File: config.mk
export PLATFORM = sky130hd
export DESIGN_NAME = dtiof_cell
export DESIGN_NICKNAME = d
export VERILOG_FILES = /design/src/hdl/dtiof_pkg.sv /design/src/hdl/dtiof_cell.sv
export SDC_FILE = /design/constraint.sdc
export NUM_CORES = 1
export LEC_CHECK = 0
export BUFFER_PORTS_ARGS = -buffer_cell sky130_fd_sc_hd__buf_2
export CORE_ASPECT_RATIO = 0.5
export CORE_MARGIN = 2
export CORE_UTILIZATION = 49
export CTS_BUF_LIST = sky130_fd_sc_hd__clkbuf_2 sky130_fd_sc_hd__clkbuf_4 sky130_fd_sc_hd__clkbuf_8
export CTS_CLUSTER_DIAMETER = 100
export DETAILED_ROUTE_END_ITERATION = 6
export HOLD_SLACK_MARGIN = 0.15
export PLACE_DENSITY = 0.84
export RECOVER_POWER = 50
export SYNTH_ARGS = -nofsm -noshare
export SYNTH_HDL_FRONTEND = slang
export SYNTH_SLANG_ARGS = --single-unit
File: constraint.sdc
create_clock -name clk -period 2.9 [get_ports clk]
set_input_delay 0.725 -clock clk [delete_from_list [all_inputs] [get_ports clk]]
set_output_delay 0.725 -clock clk [all_outputs]
set_load 0.01 [all_outputs]
File: src/hdl/dtiof_pkg.sv
`default_nettype none
package dtiof_pkg;

	localparam int DT_ENTRIES = 64;

	typedef enum logic [1:0] {
		OP_INSERT = 2'd0,
		OP_READ   = 2'd1,
		OP_QUERY  = 2'd2
	} op_t;

	typedef enum logic [2:0] {
		ST_MATCHED   = 3'd0,
		ST_INSERTED  = 3'd1,
		ST_ZERO_NAME = 3'd2,
		ST_FULL      = 3'd3,
		ST_NOT_FOUND = 3'd4
	} status_t;

	localparam logic REG_CLASS_USER_BASE = 1'b0;
	localparam logic REG_CLASS_NONE_CODE = 1'b1;

	// search word walking down the cell chain
	typedef struct packed {
		logic [1:0]  op;
		logic [15:0] name;
		logic [15:0] owner;
		logic [15:0] row;
		logic        cls_flag;
		logic [6:0]  ridx;
		logic        found;
		logic        inserted;
		logic [7:0]  rank;
		logic [15:0] hit_name;
		logic [15:0] hit_owner;
		logic [15:0] hit_row;
		logic        hit_cls;
	} token_t;

endpackage
`default_nettype wire

File: src/hdl/dtiof_cell.sv
`default_nettype none
module dtiof_cell #(
	parameter int ENTRIES    = dtiof_pkg::DT_ENTRIES,
	parameter int CELL_INDEX = 0
) (
	input  wire                                 clk,
	input  wire                                 arst_n,
	input  wire  [$clog2(ENTRIES+1)-1:0]        fill,
	input  wire                                 in_vld,
	input  wire  dtiof_pkg::token_t             in_tok,
	input  wire  [$clog2(ENTRIES)-1:0]          in_idx,
	output logic                                out_vld,
	output dtiof_pkg::token_t                   out_tok,
	output logic [$clog2(ENTRIES)-1:0]          out_idx
);
	import dtiof_pkg::*;

	localparam int FILL_W = $clog2(ENTRIES + 1);
	localparam int IDX_W  = $clog2(ENTRIES);

	logic [15:0] e_name_q;
	logic [15:0] e_owner_q;
	logic [15:0] e_row_q;
	logic        e_cls_q;

	logic        live;
	logic        wr;
	token_t      nxt_tok;
	logic [IDX_W-1:0] nxt_idx;

	always_comb begin
		live    = FILL_W'(CELL_INDEX) < fill;
		wr      = 1'b0;
		nxt_tok = in_tok;
		nxt_idx = in_idx;
		case (op_t'(in_tok.op))
			OP_INSERT: begin
				if (!in_tok.found && in_tok.name != 16'd0) begin
					if (live && e_name_q == in_tok.name && e_owner_q == in_tok.owner
							&& e_cls_q == in_tok.cls_flag) begin
						nxt_tok.found     = 1'b1;
						nxt_tok.hit_name  = e_name_q;
						nxt_tok.hit_owner = e_owner_q;
						nxt_tok.hit_row   = e_row_q;
						nxt_tok.hit_cls   = e_cls_q;
						nxt_idx           = IDX_W'(CELL_INDEX);
					end else if (FILL_W'(CELL_INDEX) == fill) begin
						wr                = in_vld;
						nxt_tok.found     = 1'b1;
						nxt_tok.inserted  = 1'b1;
						nxt_tok.hit_name  = in_tok.name;
						nxt_tok.hit_owner = in_tok.owner;
						nxt_tok.hit_row   = in_tok.row;
						nxt_tok.hit_cls   = in_tok.cls_flag;
						nxt_idx           = IDX_W'(CELL_INDEX);
					end
				end
			end
			OP_READ: begin
				if (live && int'(in_tok.ridx) == CELL_INDEX) begin
					nxt_tok.found     = 1'b1;
					nxt_tok.hit_name  = e_name_q;
					nxt_tok.hit_owner = e_owner_q;
					nxt_tok.hit_row   = e_row_q;
					nxt_tok.hit_cls   = e_cls_q;
					nxt_idx           = IDX_W'(CELL_INDEX);
				end
			end
			OP_QUERY: begin
				if (!in_tok.found && live && e_cls_q) begin
					if (e_name_q == in_tok.name) begin
						nxt_tok.found     = 1'b1;
						nxt_tok.hit_name  = e_name_q;
						nxt_tok.hit_owner = e_owner_q;
						nxt_tok.hit_row   = e_row_q;
						nxt_tok.hit_cls   = e_cls_q;
						nxt_idx           = IDX_W'(CELL_INDEX);
					end else begin
						nxt_tok.rank = in_tok.rank + 8'd1;
					end
				end
			end
			default: begin
				nxt_tok = in_tok;
			end
		endcase
	end

	always_ff @(posedge clk) begin
		if (wr) begin
			e_name_q  <= in_tok.name;
			e_owner_q <= in_tok.owner;
			e_row_q   <= in_tok.row;
			e_cls_q   <= in_tok.cls_flag;
		end
	end

	always_ff @(posedge clk or negedge arst_n) begin
		if (!arst_n) begin
			out_vld <= 1'b0;
		end else begin
			out_vld <= in_vld;
		end
	end

	always_ff @(posedge clk) begin
		out_tok <= nxt_tok;
		out_idx <= nxt_idx;
	end

endmodule
`default_nettype wire

Word-level counts from Yosys, hierarchy flattened:

Index checks and enable logic that the tools add are counted.

* eq/ne operators: 5
* mux-type cells: 29
* $lt $le $gt $ge: 1
* reductions and logical operators: 12
* add/subtract/negate cells: 1

Operators with widths (count)
* 49-bit two-way mux: 5
* 49-bit case mux with 3 select lines: 1
* 57-bit two-way mux: 1
* 6-bit two-way mux: 6
* 16-bit == test: 2
* 6-bit case mux with 3 select lines: 1
* 8-bit two-way mux: 2
* 16-bit nonzero test: 1
* 7-bit zero test: 2
* 1-bit two-way mux: 10
* 8-bit by 1-bit adder with 8-bit output, second input constant: 1
* 1-bit logical AND: 7
* 1-bit by 7-bit less-than comparator with 1-bit output, first input constant: 1
* 2-bit two-way mux: 2
* 1-bit case mux with 3 select lines: 1
* 2-bit by 1-bit == test with 1-bit output, second input constant: 1
* 2-bit == test, second input constant: 1
* 2-bit zero test: 1
* 1-bit == test: 1
* 1-bit zero test: 1

* output and inout bits: 124
* register bits: 173
* logic and storage cells: 67

Longest topological paths before layout:

Gate-level depths: netlist (run 1).

* word-level depth: 7
* mapped depth: 9
* mapped depth without buffers: 6

Worst setup path before layout (run 1):

Ideal clock, no wire load.

* kind: input to register
* start: input fill[4]
* end: register e_cls_q (enable)
* cell stages on the path: 6
* setup slack: -1.020 ns
* data arrival time: 3.509 ns
* path buffers: 1
* cells stage by stage: or4_1 > nor2_1 > nand2_1 > nor2_1 > clkbuf_1 > and2_1

* longest elaborated chain between the ends: 7
* elaborated cells on any way between the ends: 9

Ends and longest elaborated chain
* start: declaration: line dtiof_cell.sv:8 `input wire [$clog2(ENTRIES+1)-1:0] fill,`
* 1-bit by 7-bit less-than comparator with 1-bit output: line dtiof_cell.sv:32 `live = FILL_W'(CELL_INDEX) < fill;`
* 1-bit logical AND (2 in series): line dtiof_cell.sv:39 `if (live && e_name_q == in_tok.name && e_owner_q == in_tok.owner`
* 1-bit logical AND: line dtiof_cell.sv:40 `&& e_cls_q == in_tok.cls_flag) begin`
* 1-bit two-way mux *: line dtiof_cell.sv:39
* 1-bit two-way mux *: line dtiof_cell.sv:38 `if (!in_tok.found && in_tok.name != 16'd0) begin`
* 1-bit two-way mux *: line dtiof_cell.sv:36 `case (op_t'(in_tok.op))`
* named net wr: line dtiof_cell.sv:27 `logic wr;`
* end signal: assignment: line dtiof_cell.sv:94 `e_cls_q <= in_tok.cls_flag;`
* end: declaration: line dtiof_cell.sv:24 `logic e_cls_q;`

The timed path passes the listed nets; every way through them passes the cells marked *.
A chain may end at the register's enable or synchronous reset.

==> results by group, run 1 <==
Final layout
  – # diodes: 0
  – Number of nets in the layout: 920
  – Area grow syn2layout: 34.9%
  – Share of layout cells above drive strength 1: between 20% and 30%

Route
  – Routed wire per std cell: 17.7 um
  – Total number of vias: between 5000 and 6000
  – WL final: between 15 and 20 mm
  – DR iter-0 viols: 371
  – Via/cell ratio: about 5.4
  – DRC viols: 0
  – Drt first pass iters: 5
  – Final antenna-violating net count: 0

Clock network
  – Root buf cell: clkbuf_8
  – H-Tree Depth: 4
  – Clock transition at the registers of the reported paths: 0.09 ns
  – TritonCTS clock tree: built
  – # clock sinks: around 170
  – Maximum clock path buffer count: 2
  – Worst skew pair latency: 0.44 ns
  – Num CTS Buffers: 17

Power and ir drop
  – Design Power: 4760 uW
  – Leakage power total: 0.00321 uW
  – Pwr dens: roughly 580 nW/um^2
  – Max rail drop VDD: approximately 0.00027 V

Synthesis
  – Post-synth top flop: dfxtp_1
  – Register area share after synthesis: between 60% and 70%
  – Number of synthesized flops with an enable pin: between 40 and 50
  – Yosys top cell by area: dfxtp_1
  – Top-area cell type share of the netlist area: 40.4%
  – Async S/R FF share, synth: less than 1%
  – Synth Warn #: 0
  – Synth Area per Inst: between 10 and 15 um^2
  – Seq cells post-synth: roughly 170
  – Syn_nets: 601
  – Post-Syn Instances: approximately 470
  – Count of cell types in the netlist: 46
  – Count leader, synth: dfxtp_1
  – Top post-synthesis cells by area: dfxtp_1 (40%), edfxtp_1 (24%), and2_1 (5.5%)
  – Commonest cells post-synth: dfxtp_1 (123), and2_1 (54), edfxtp_1 (49), a221o_1 (32), o221ai_1 (30)
  – Synthesized area: between 6000 and 7000 um^2

STA
  – Final Setup Violations: 0
  – Max Clk Rate: between 0.3 and 0.4 GHz
  – Hold Vio Cnt, Final: 0
  – Skew final: between 0.01 and 0.015 ns
  – Fin Hold WS: 0.391 ns
  – Setup TNS: 0 ns
  – Slew Limit Fails: 0
  – Minimum clock period: 2.76 ns
  – RSZ-0062 raised after global routing: no
  – Slew margin rel.: about 51%
  – Fin crit share: 95.1%
  – Worst slew pin tran: 0.728 ns

GRT
  – Total gr overflow: 0
  – Largest net degree at the start of global routing: 50
  – Global-route wire length before repair: roughly 26 mm
  – Vias in the first global route: between 5000 and 6000
  – Initial antenna violation count: 0
  – All-Layer GR Usage: approximately 25%

Setup path
  – Critical-path cell list: xnor2_1, nand4_1, or4b_4, o311a_1, a211o_1, buf_4, a221o_1
  – Largest stage delay, worst path: approximately 0.53 ns
  – Slowest CP cell: or4b_4
  – Worst Setup End Kind: flip-flop
  – Crit path required time: approximately 3.2 ns
  – Kind of critical path: reg -> reg
  – CP Launch Type: flip-flop
  – Data arrival, critical path: roughly 3 ns
  – Max FO, Critical Path: 22

Floorplanning
  – Rows: 28
  – Core ar.: 12000 um^2
  – Die H: between 80 and 90 um
  – Initial Utilization: between 50% and 60%
  – Die area: 13400 um^2
  – I/O pin cnt: roughly 260
  – Die width: 162 um

Place
  – Port bufs: roughly 260
  – GP Congestion: between 0.8 and 0.9
  – DP HPWL: about 12 mm

Hold path
  – Hold Path Class: in -> reg

Status
  – Outcome: finished, final reports clean

Job
  – Max-Cap Viols: 0
-- cell families (layout without fill, tap and decap cells) --
group                    count (synthesis)  in the layout  synth area share [%]
multiplexers                             2              2                 0.370
XOR/XNOR                                40             40                  5.75
AND/OR/NAND/NOR                        114            114                  11.5
buffers and inverters                   24            356                  1.87
adder cells (fa/ha/maj)                  1              1                 0.205
flip-flops                             173            173                  65.0
AO/OA/AOI/OAI                          113            113                  15.2
-- power by group --
part           total [uW]  leakage (uW)  internal [uW]  switching, uW
Clock                1690      0.000196            805            884
Sequential           2610       0.00149           2580           27.2
Combinational         460       0.00152            206            254
-- registers in the layout (all words and copies together) (netlist names) --
signal and count:
e_cls_q 1, e_name_q 16, e_owner_q 16, e_row_q 16, out_idx 6, out_tok 117
out_vld 1
-- through the flow --
stage / area [um^2] / worst slack [ns] / std cells / util [%]
CTS: 8470 / 0.105 / 964 / 70.7
finish: 8210 / 0.142 / 964 / 68.5
floorplan: 6100 / 0.0106 / 467 / -
global route: 8210 / 0.0195 / 964 / 68.5
global placement: 8060 / -0.226 / 931 / 67.3
detailed placement: 8060 / -0.329 / 931 / 67.3
-- worst max-delay path: cells and delay by family, from the launching register on --
family / cells / cell delay, ns
AOI/OAI and AO/OA: 3 / 1.00
xor gates and xnor gates: 1 / 0.29
buffers and inverters: 1 / 0.23
DFF: 1 / 0.45
and+or+nand+nor: 2 / 0.67
-- per-layer routing --
| metal | track usage (%) | share of wire, % | up-vias |
|---|---|---|---|
| met2 | 43.4 | 50 | 242 |
| met5 | 0 | 0 | - |
| met4 | 8.77 | 1.5 | 0 |
| li1 | - | - | 2435 |
| met1 | 32.3 | 42 | 2512 |
| met3 | 4.40 | 7.1 | 29 |
-- layout by cell type, fill, tap and decap left out, drive strengths merged, types with 2 or more instances in the layout --
master,count
a221o,32
nor2,7
or2,3
clkinv,4
or3,2
o221ai,30
inv,4
and2,54
buf,173
mux2,2
bufinv,2
nand2b,2
nor4,12
a21oi,18
clkbuf,169
clkinvlp,3
nor3,2
xor2,21
nand4b,3
xnor2,19
dfxtp,123
o21ai,4
o21a,2
o211ai,3
or4b,2
edfxtp,49
nand4,9
nand3,3
nand2,9
a211oi,16
-- area by class of cell --
type | count | area [um^2]
Multi-Input combinational cell | 270 | 2060
Timing Repair Buffer | 324 | 1600
Fill cell | 949 | 3770
Clock inverter | 13 | 140
Clock buffer | 19 | 255
Sequential cell | 173 | 3960
Tap cell | 165 | 206
-- worst paths after layout --
path,start,end,slack [ns],cells after the start
hold reg to reg,e_row_q[15],out_tok[16],0.54,2
setup / recovery,e_cls_q,out_tok[18],0.14,7
min in group asynchronous,arst_n,out_vld,0.59,2
max in group asynchronous,arst_n,out_vld,2.23,2
setup reg to reg,e_cls_q,out_tok[18],0.14,7
hold / removal,in_tok[65],out_tok[65],0.39,1
-- timing repair --
| action | 4_1_cts | 5_1_grt |
|---|---|---|
| gates resized for setup | 0 | 1 |
| hold endpoints to repair | 1 | 0 |
| setup buffers | 0 | 0 |
| hold buffers | 1 | 0 |
| setup endpoints to repair | 0 | 22 |
No activity file was read; power rests on OpenSTA's default activity.
==> run 2, diff against run 1 <==
--- a/config.mk
+++ b/config.mk
@@ -13,7 +13,7 @@
 export CTS_CLUSTER_DIAMETER = 100
 export DETAILED_ROUTE_END_ITERATION = 6
 export HOLD_SLACK_MARGIN = 0.15
-export PLACE_DENSITY = 0.84
+export PLACE_DENSITY_LB_ADDON = 0.08
 export RECOVER_POWER = 50
 export SYNTH_ARGS = -nofsm -noshare
 export SYNTH_HDL_FRONTEND = slang
==> results by group, run 2 (synthesized netlist as in run 1, its figures left out) <==
STA
  – Final Setup Violations: 0 (unchanged)
  – Hold Vio Cnt, Final: 0 (unchanged)
  – Max Clk Rate: 0.365 GHz (was 0.363 GHz)
  – Slew margin rel.: 50.7% (was 51.5%)
  – Worst slew pin tran: 0.739 ns (was 0.728 ns)
  – Skew final: 0.0141 ns (was 0.0148 ns)
  – Fin crit share: 94.5% (was 95.1%)
  – Minimum clock period: 2.74 ns (was 2.76 ns)
  – RSZ-0062 raised after global routing: no (unchanged)
  – Slew Limit Fails: 0 (unchanged)

Route
  – Via/cell ratio: 5.26 (was 5.41)
  – Total number of vias: 5093 (was 5218)
  – Drt first pass iters: 5 (unchanged)
  – Routed wire per std cell: 17.4 um (was 17.7 um)
  – DRC viols: 0 (unchanged)
  – DR iter-0 viols: 260 (was 371)
  – WL final: 16.8 mm (was 17.1 mm)
  – Final antenna-violating net count: 0 (unchanged)

Final layout
  – Final Instance Area: 8250 um^2 (was 8210 um^2)
  – Most common cell after layout, fill and taps aside: clkbuf_1 (unchanged)
  – Fill cells: 1018 (was 949)
  – Share of layout cells above drive strength 1: 28.2% (was 27.3%)
  – Number of nets in the layout: 926 (was 920)
  – # diodes: 0 (unchanged)
  – Top reg by flops: out_tok (unchanged)
  – Area grow syn2layout: 35.6% (was 34.9%)
  – Most frequent cells in the layout: clkbuf_1 (146), buf_2 (139), dfxtp_1 (123) (was clkbuf_1 (149), buf_2 (137), dfxtp_1 (123))
  – Max reg flops: 117 (unchanged)

Power and ir drop
  – Design Power: 4760 uW (about the same)
  – Int Pwr: 3570 uW (was 3590 uW)
  – Psw: 1190 uW (was 1170 uW)
  – Logic pwr share: 9.7% (about the same)
  – Pwr dens: 576 nW/um^2 (was 580 nW/um^2)
  – Leakage power total: 0.00323 uW (was 0.00321 uW)
  – Max rail drop VDD: 0.000286 V (was 0.000269 V)
  – Reg power frac: 54.8% (was 54.9%)
  – Clock power frac: 35.5% (about the same)
  – Sw Ratio: 25.0% (was 24.5%)

GRT
  – Largest net degree at the start of global routing: 50 (unchanged)
  – Initial antenna violation count: 0 (unchanged)
  – Global-route wire length before repair: 26.2 mm (was 26.5 mm)
  – Met2 Usage GRT: 40.9% (was 43.4%)
  – Met1 GRT Util: 32.8% (was 32.3%)
  – M3 GR Usage: 6.19% (was 4.40%)
  – All-Layer GR Usage: 25.1% (was 25.2%)
  – Total gr overflow: 0 (unchanged)
  – Gr busiest metal: met2 (unchanged)
  – Vias in the first global route: 5204 (was 5126)

Floorplanning
  – Initial Utilization: 50.8% (unchanged)
  – Die area: 13400 um^2 (unchanged)
  – Core ar.: 12000 um^2 (unchanged)
  – I/O pin cnt: 257 (unchanged)
  – Die H: 82.8 um (unchanged)
  – Rows: 28 (unchanged)
  – Die width: 162 um (unchanged)

Clock network
  – # clock sinks: 173 (unchanged)
  – TritonCTS clock tree: built (unchanged)
  – H-Tree Depth: 4 (unchanged)
  – Num CTS Buffers: 17 (unchanged)
  – Root buf cell: clkbuf_8 (unchanged)
  – Clock transition at the registers of the reported paths: 0.09 ns (about the same)
  – Worst skew pair latency: 0.45 ns (was 0.44 ns)
  – Maximum clock path buffer count: 2 (unchanged)

Place
  – Placed Area: 8100 um^2 (was 8060 um^2)
  – Port bufs: 256 (unchanged)
  – GP Congestion: 0.950 (was 0.867)
  – DP HPWL: 12.3 mm (about the same)

Setup path
  – Crit path required time: 3.24 ns (was 3.23 ns)
  – Max FO, Critical Path: 21 (was 22)
  – CP Launch Type: input port (was flip-flop)
  – Worst Setup End Kind: flip-flop (unchanged)
  – Data arrival, critical path: 3.08 ns (about the same)
  – Kind of critical path: in -> reg (was reg -> reg)

Status
  – Outcome: finished, final reports clean (unchanged)

Job
  – Max-Cap Viols: 0 (unchanged)

Hold path
  – Hold Path Class: in -> reg (unchanged)
[run 2: cell type report]
| cell class | count | area [um^2] | area share [%] |
|---|---|---|---|
| clock buffer | 17 | 234 | 2.83 |
| timing repair buffer | 330 | 1630 | 19.8 |
| sequential | 173 | 3960 | 48.0 |
| multi-input combinational | 270 | 2060 | 25.0 |
| tap | 165 | 206 | 2.50 |
| clock inverter | 14 | 161 | 1.96 |
[run 2: worst max-delay path, cell delays in order]
cell and delay [ns]:
clkbuf_1 0.18, xnor2_1 0.16, buf_4 0.15, nand4_1 0.07, or4b_4 0.54, o311a_1 0.35, a211o_1 0.30, buf_4 0.22
a221o_1 0.38
[run 2: power by group through the flow]
stage | Clock (uW) | Sequential [uW] | Combinational [uW]
after floorplan | 0 | 2720 | 124
after global placement | 0 | 2660 | 494
after detailed placement | 0 | 2660 | 502
after CTS | 1710 | 2610 | 505
after global routing | 1810 | 2620 | 503
final | 1690 | 2610 | 462
[run 2: worst paths after layout]
path                              start     endpoint  slack (ns)  cells after the start
max                          in_tok[87]  out_tok[22]        0.16                      9
min                          in_tok[64]  out_tok[64]        0.39                      1
max reg2reg                e_owner_q[8]  out_tok[22]        0.16                      7
min reg2reg                 e_row_q[11]  out_tok[12]        0.54                      2
max in group asynchronous        arst_n      out_vld        2.22                      2
min in group asynchronous        arst_n      out_vld        0.60                      2
[run 2: through the flow]
step / worst slack, ns / TNS (ns) / std cells / hold WS, ns / util [%]
after floorplan: 0.0106 / 0 / 467 / 0.429 / -
after global placement: -0.188 / -6.54 / 937 / 0.499 / 67.6
after detailed placement: -0.254 / -8.70 / 937 / 0.500 / 67.6
after CTS: 0.177 / 0 / 969 / 0.373 / 71.0
after global routing: 0.0427 / 0 / 969 / 0.376 / 68.9
final: 0.160 / 0 / 969 / 0.386 / 68.9
[run 2: layer usage]
metal / part of all wire, % / wire length (um)
met1: 46 / 7710
met5: 0 / 0
met4: 1.8 / 306
met3: 7.2 / 1210
met2: 45 / 7600
[run 2: timing repair]
action,in CTS,in global routing
resized for setup,0,0
setup buffers,0,0
endpoints found under the hold margin,1,0
hold buffers,1,0
==> run 3, diff against run 2 <==
--- a/config.mk
+++ b/config.mk
@@ -12,7 +12,8 @@
 export CTS_BUF_LIST = sky130_fd_sc_hd__clkbuf_2 sky130_fd_sc_hd__clkbuf_4 sky130_fd_sc_hd__clkbuf_8
 export CTS_CLUSTER_DIAMETER = 100
 export DETAILED_ROUTE_END_ITERATION = 6
-export HOLD_SLACK_MARGIN = 0.15
+export GPL_ROUTABILITY_DRIVEN = 1
+export HOLD_SLACK_MARGIN = 0.06
 export PLACE_DENSITY_LB_ADDON = 0.08
 export RECOVER_POWER = 50
 export SYNTH_ARGS = -nofsm -noshare
==> constraint.sdc (replaced) <==
create_clock -name clk -period 2.9 [get_ports clk]
set_input_delay 0.725 -clock clk [delete_from_list [all_inputs] [get_ports clk]]
set_output_delay 0.725 -clock clk [all_outputs]
set_load 0.005 [all_outputs]
==> results by group, run 3 (synthesized netlist as in run 1, its figures left out) <==
Status
  – Outcome: finished, final reports clean (unchanged)

Floorplanning
  – Rows: 28 (unchanged)
  – I/O pin cnt: 257 (unchanged)
  – Die width: 162 um (unchanged)
  – Die H: 82.8 um (unchanged)
  – Initial Utilization: 50.8% (unchanged)
  – Core ar.: 12000 um^2 (unchanged)
  – Die area: 13400 um^2 (unchanged)

Final layout
  – Most frequent cells in the layout: buf_2 (174), dfxtp_1 (123), clkbuf_1 (111) (was clkbuf_1 (146), buf_2 (139), dfxtp_1 (123))
  – # diodes: 0 (unchanged)
  – Max reg flops: 117 (unchanged)
  – Most common cell after layout, fill and taps aside: buf_2 (was clkbuf_1)
  – Area grow syn2layout: 36.3% (was 35.6%)
  – Number of nets in the layout: 926 (unchanged)
  – Top reg by flops: out_tok (unchanged)
  – Share of layout cells above drive strength 1: 32.6% (was 28.2%)
  – Layout Cells excl Fill: 969 (unchanged)

Setup path
  – CP most frequent cell: buf_4 (unchanged)
  – CP Launch Type: input port (unchanged)
  – Slowest CP cell: or4b_4 (unchanged)
  – Max FO, Critical Path: 21 (unchanged)
  – Largest stage delay, worst path: 0.54 ns (about the same)
  – Critical-path cell list: clkbuf_1, xnor2_1, buf_4, nand4_1, or4b_4, o311a_1, a211o_1, buf_4, a221o_1 (unchanged)
  – Crit path required time: 3.24 ns (about the same)
  – Buf/Inv on CP: 3 (unchanged)
  – CP top delay family: compound AO/OA/AOI/OAI gates (unchanged)
  – Kind of critical path: in -> reg (unchanged)
  – Data arrival, critical path: 3.08 ns (about the same)
  – Worst Setup End Kind: flip-flop (unchanged)

Power and ir drop
  – Pwr dens: 569 nW/um^2 (was 576 nW/um^2)
  – Leakage power total: 0.00333 uW (was 0.00323 uW)
  – Design Power: 4720 uW (was 4760 uW)
  – Max rail drop VDD: 0.000284 V (was 0.000286 V)

Route
  – Total number of vias: 5082 (was 5093)
  – DR iter-0 viols: 270 (was 260)
  – DRC viols: 0 (unchanged)
  – Drt first pass iters: 5 (unchanged)
  – WL final: 16.8 mm (about the same)
  – Routed wire per std cell: 17.3 um (was 17.4 um)
  – Via/cell ratio: 5.24 (was 5.26)
  – Final antenna-violating net count: 0 (unchanged)

GRT
  – Initial antenna violation count: 0 (unchanged)
  – Global-route wire length before repair: 26.2 mm (unchanged)
  – All-Layer GR Usage: 25.1% (unchanged)
  – Total gr overflow: 0 (unchanged)
  – Vias in the first global route: 5204 (unchanged)
  – Largest net degree at the start of global routing: 50 (unchanged)

Clock network
  – Num CTS Buffers: 17 (unchanged)
  – Maximum clock path buffer count: 2 (unchanged)
  – Worst skew pair latency: 0.45 ns (about the same)
  – Root buf cell: clkbuf_8 (unchanged)
  – # clock sinks: 173 (unchanged)
  – Post-CTS setup repair buffer count: 0 (unchanged)
  – Clock transition at the registers of the reported paths: 0.09 ns (about the same)
  – H-Tree Depth: 4 (unchanged)
  – TritonCTS clock tree: built (unchanged)

STA
  – Worst slew pin tran: 0.722 ns (was 0.739 ns)
  – Slew margin rel.: 51.9% (was 50.7%)
  – Skew final: 0.0151 ns (was 0.0141 ns)
  – Final Setup Violations: 0 (unchanged)
  – Hold Vio Cnt, Final: 0 (unchanged)
  – Slew Limit Fails: 0 (unchanged)
  – Max Clk Rate: 0.365 GHz (about the same)
  – Fin crit share: 94.5% (about the same)
  – RSZ-0062 raised after global routing: no (unchanged)
  – Minimum clock period: 2.74 ns (about the same)

Place
  – DP HPWL: 12.3 mm (unchanged)
  – Port bufs: 256 (unchanged)
  – GP Congestion: 0.950 (unchanged)
  – Placed Cells: 937 (unchanged)

Job
  – Max-Cap Viols: 0 (unchanged)

Hold path
  – Hold Path Class: in -> reg (unchanged)
==> run 3: power breakdown <==
group	total (uW)	leakage (uW)	internal [uW]	switching, uW
clock	1690	0.000189	778	910
sequential	2610	0.00149	2580	22.8
combinational	429	0.00165	214	215
==> run 3: stage by stage <==
stage          cell area [um^2]  worst slack, ns  setup TNS [ns]  hold slack (ns)  utilization, %
2_1_floorplan              6100           0.0106               0            0.429               -
5_1_grt                    8300           0.0427               0            0.376            69.3
4_1_cts                    8510            0.177               0            0.373            71.0
3_5_place_dp               8100           -0.254           -8.70            0.500            67.6
6_report                   8300            0.160               0            0.388            69.3
3_3_place_gp               8100           -0.188           -6.54            0.499            67.6
==> run 3: worst paths after layout <==
kind,cells after the start,slack (ns),endpoint,from
max,9,0.16,out_tok[22],in_tok[87]
min,1,0.39,out_tok[59],in_tok[59]
max reg2reg,7,0.16,out_tok[22],e_owner_q[8]
min reg2reg,2,0.54,out_tok[2],e_row_q[1]
max in group asynchronous,2,2.22,out_vld,arst_n
min in group asynchronous,2,0.60,out_vld,arst_n
==> run 3: layer usage <==
metal / track usage, % / vias to the layer above / routed length, um / part of all wire [%]
li1: - / 2446 / - / -
met1: 32.8 / 2394 / 7660 / 46
met2: 40.9 / 217 / 7590 / 45
met3: 6.19 / 25 / 1240 / 7.4
met4: 8.93 / 0 / 298 / 1.8
met5: 0 / - / 0 / 0
==> run 3: repair_timing <==
| item | CTS | global route |
|---|---|---|
| endpoints found under the hold margin | 1 | 0 |
| resized for setup | 0 | 0 |
| hold buffers | 1 | 0 |
==> run 3: cell type report <==
cell class                 count  area (um^2)
sequential                   173         3960
fill                         998         3680
timing repair buffer         330         1680
multi-input combinational    270         2060
clock inverter                14          161
clock buffer                  17          234
tap                          165          206
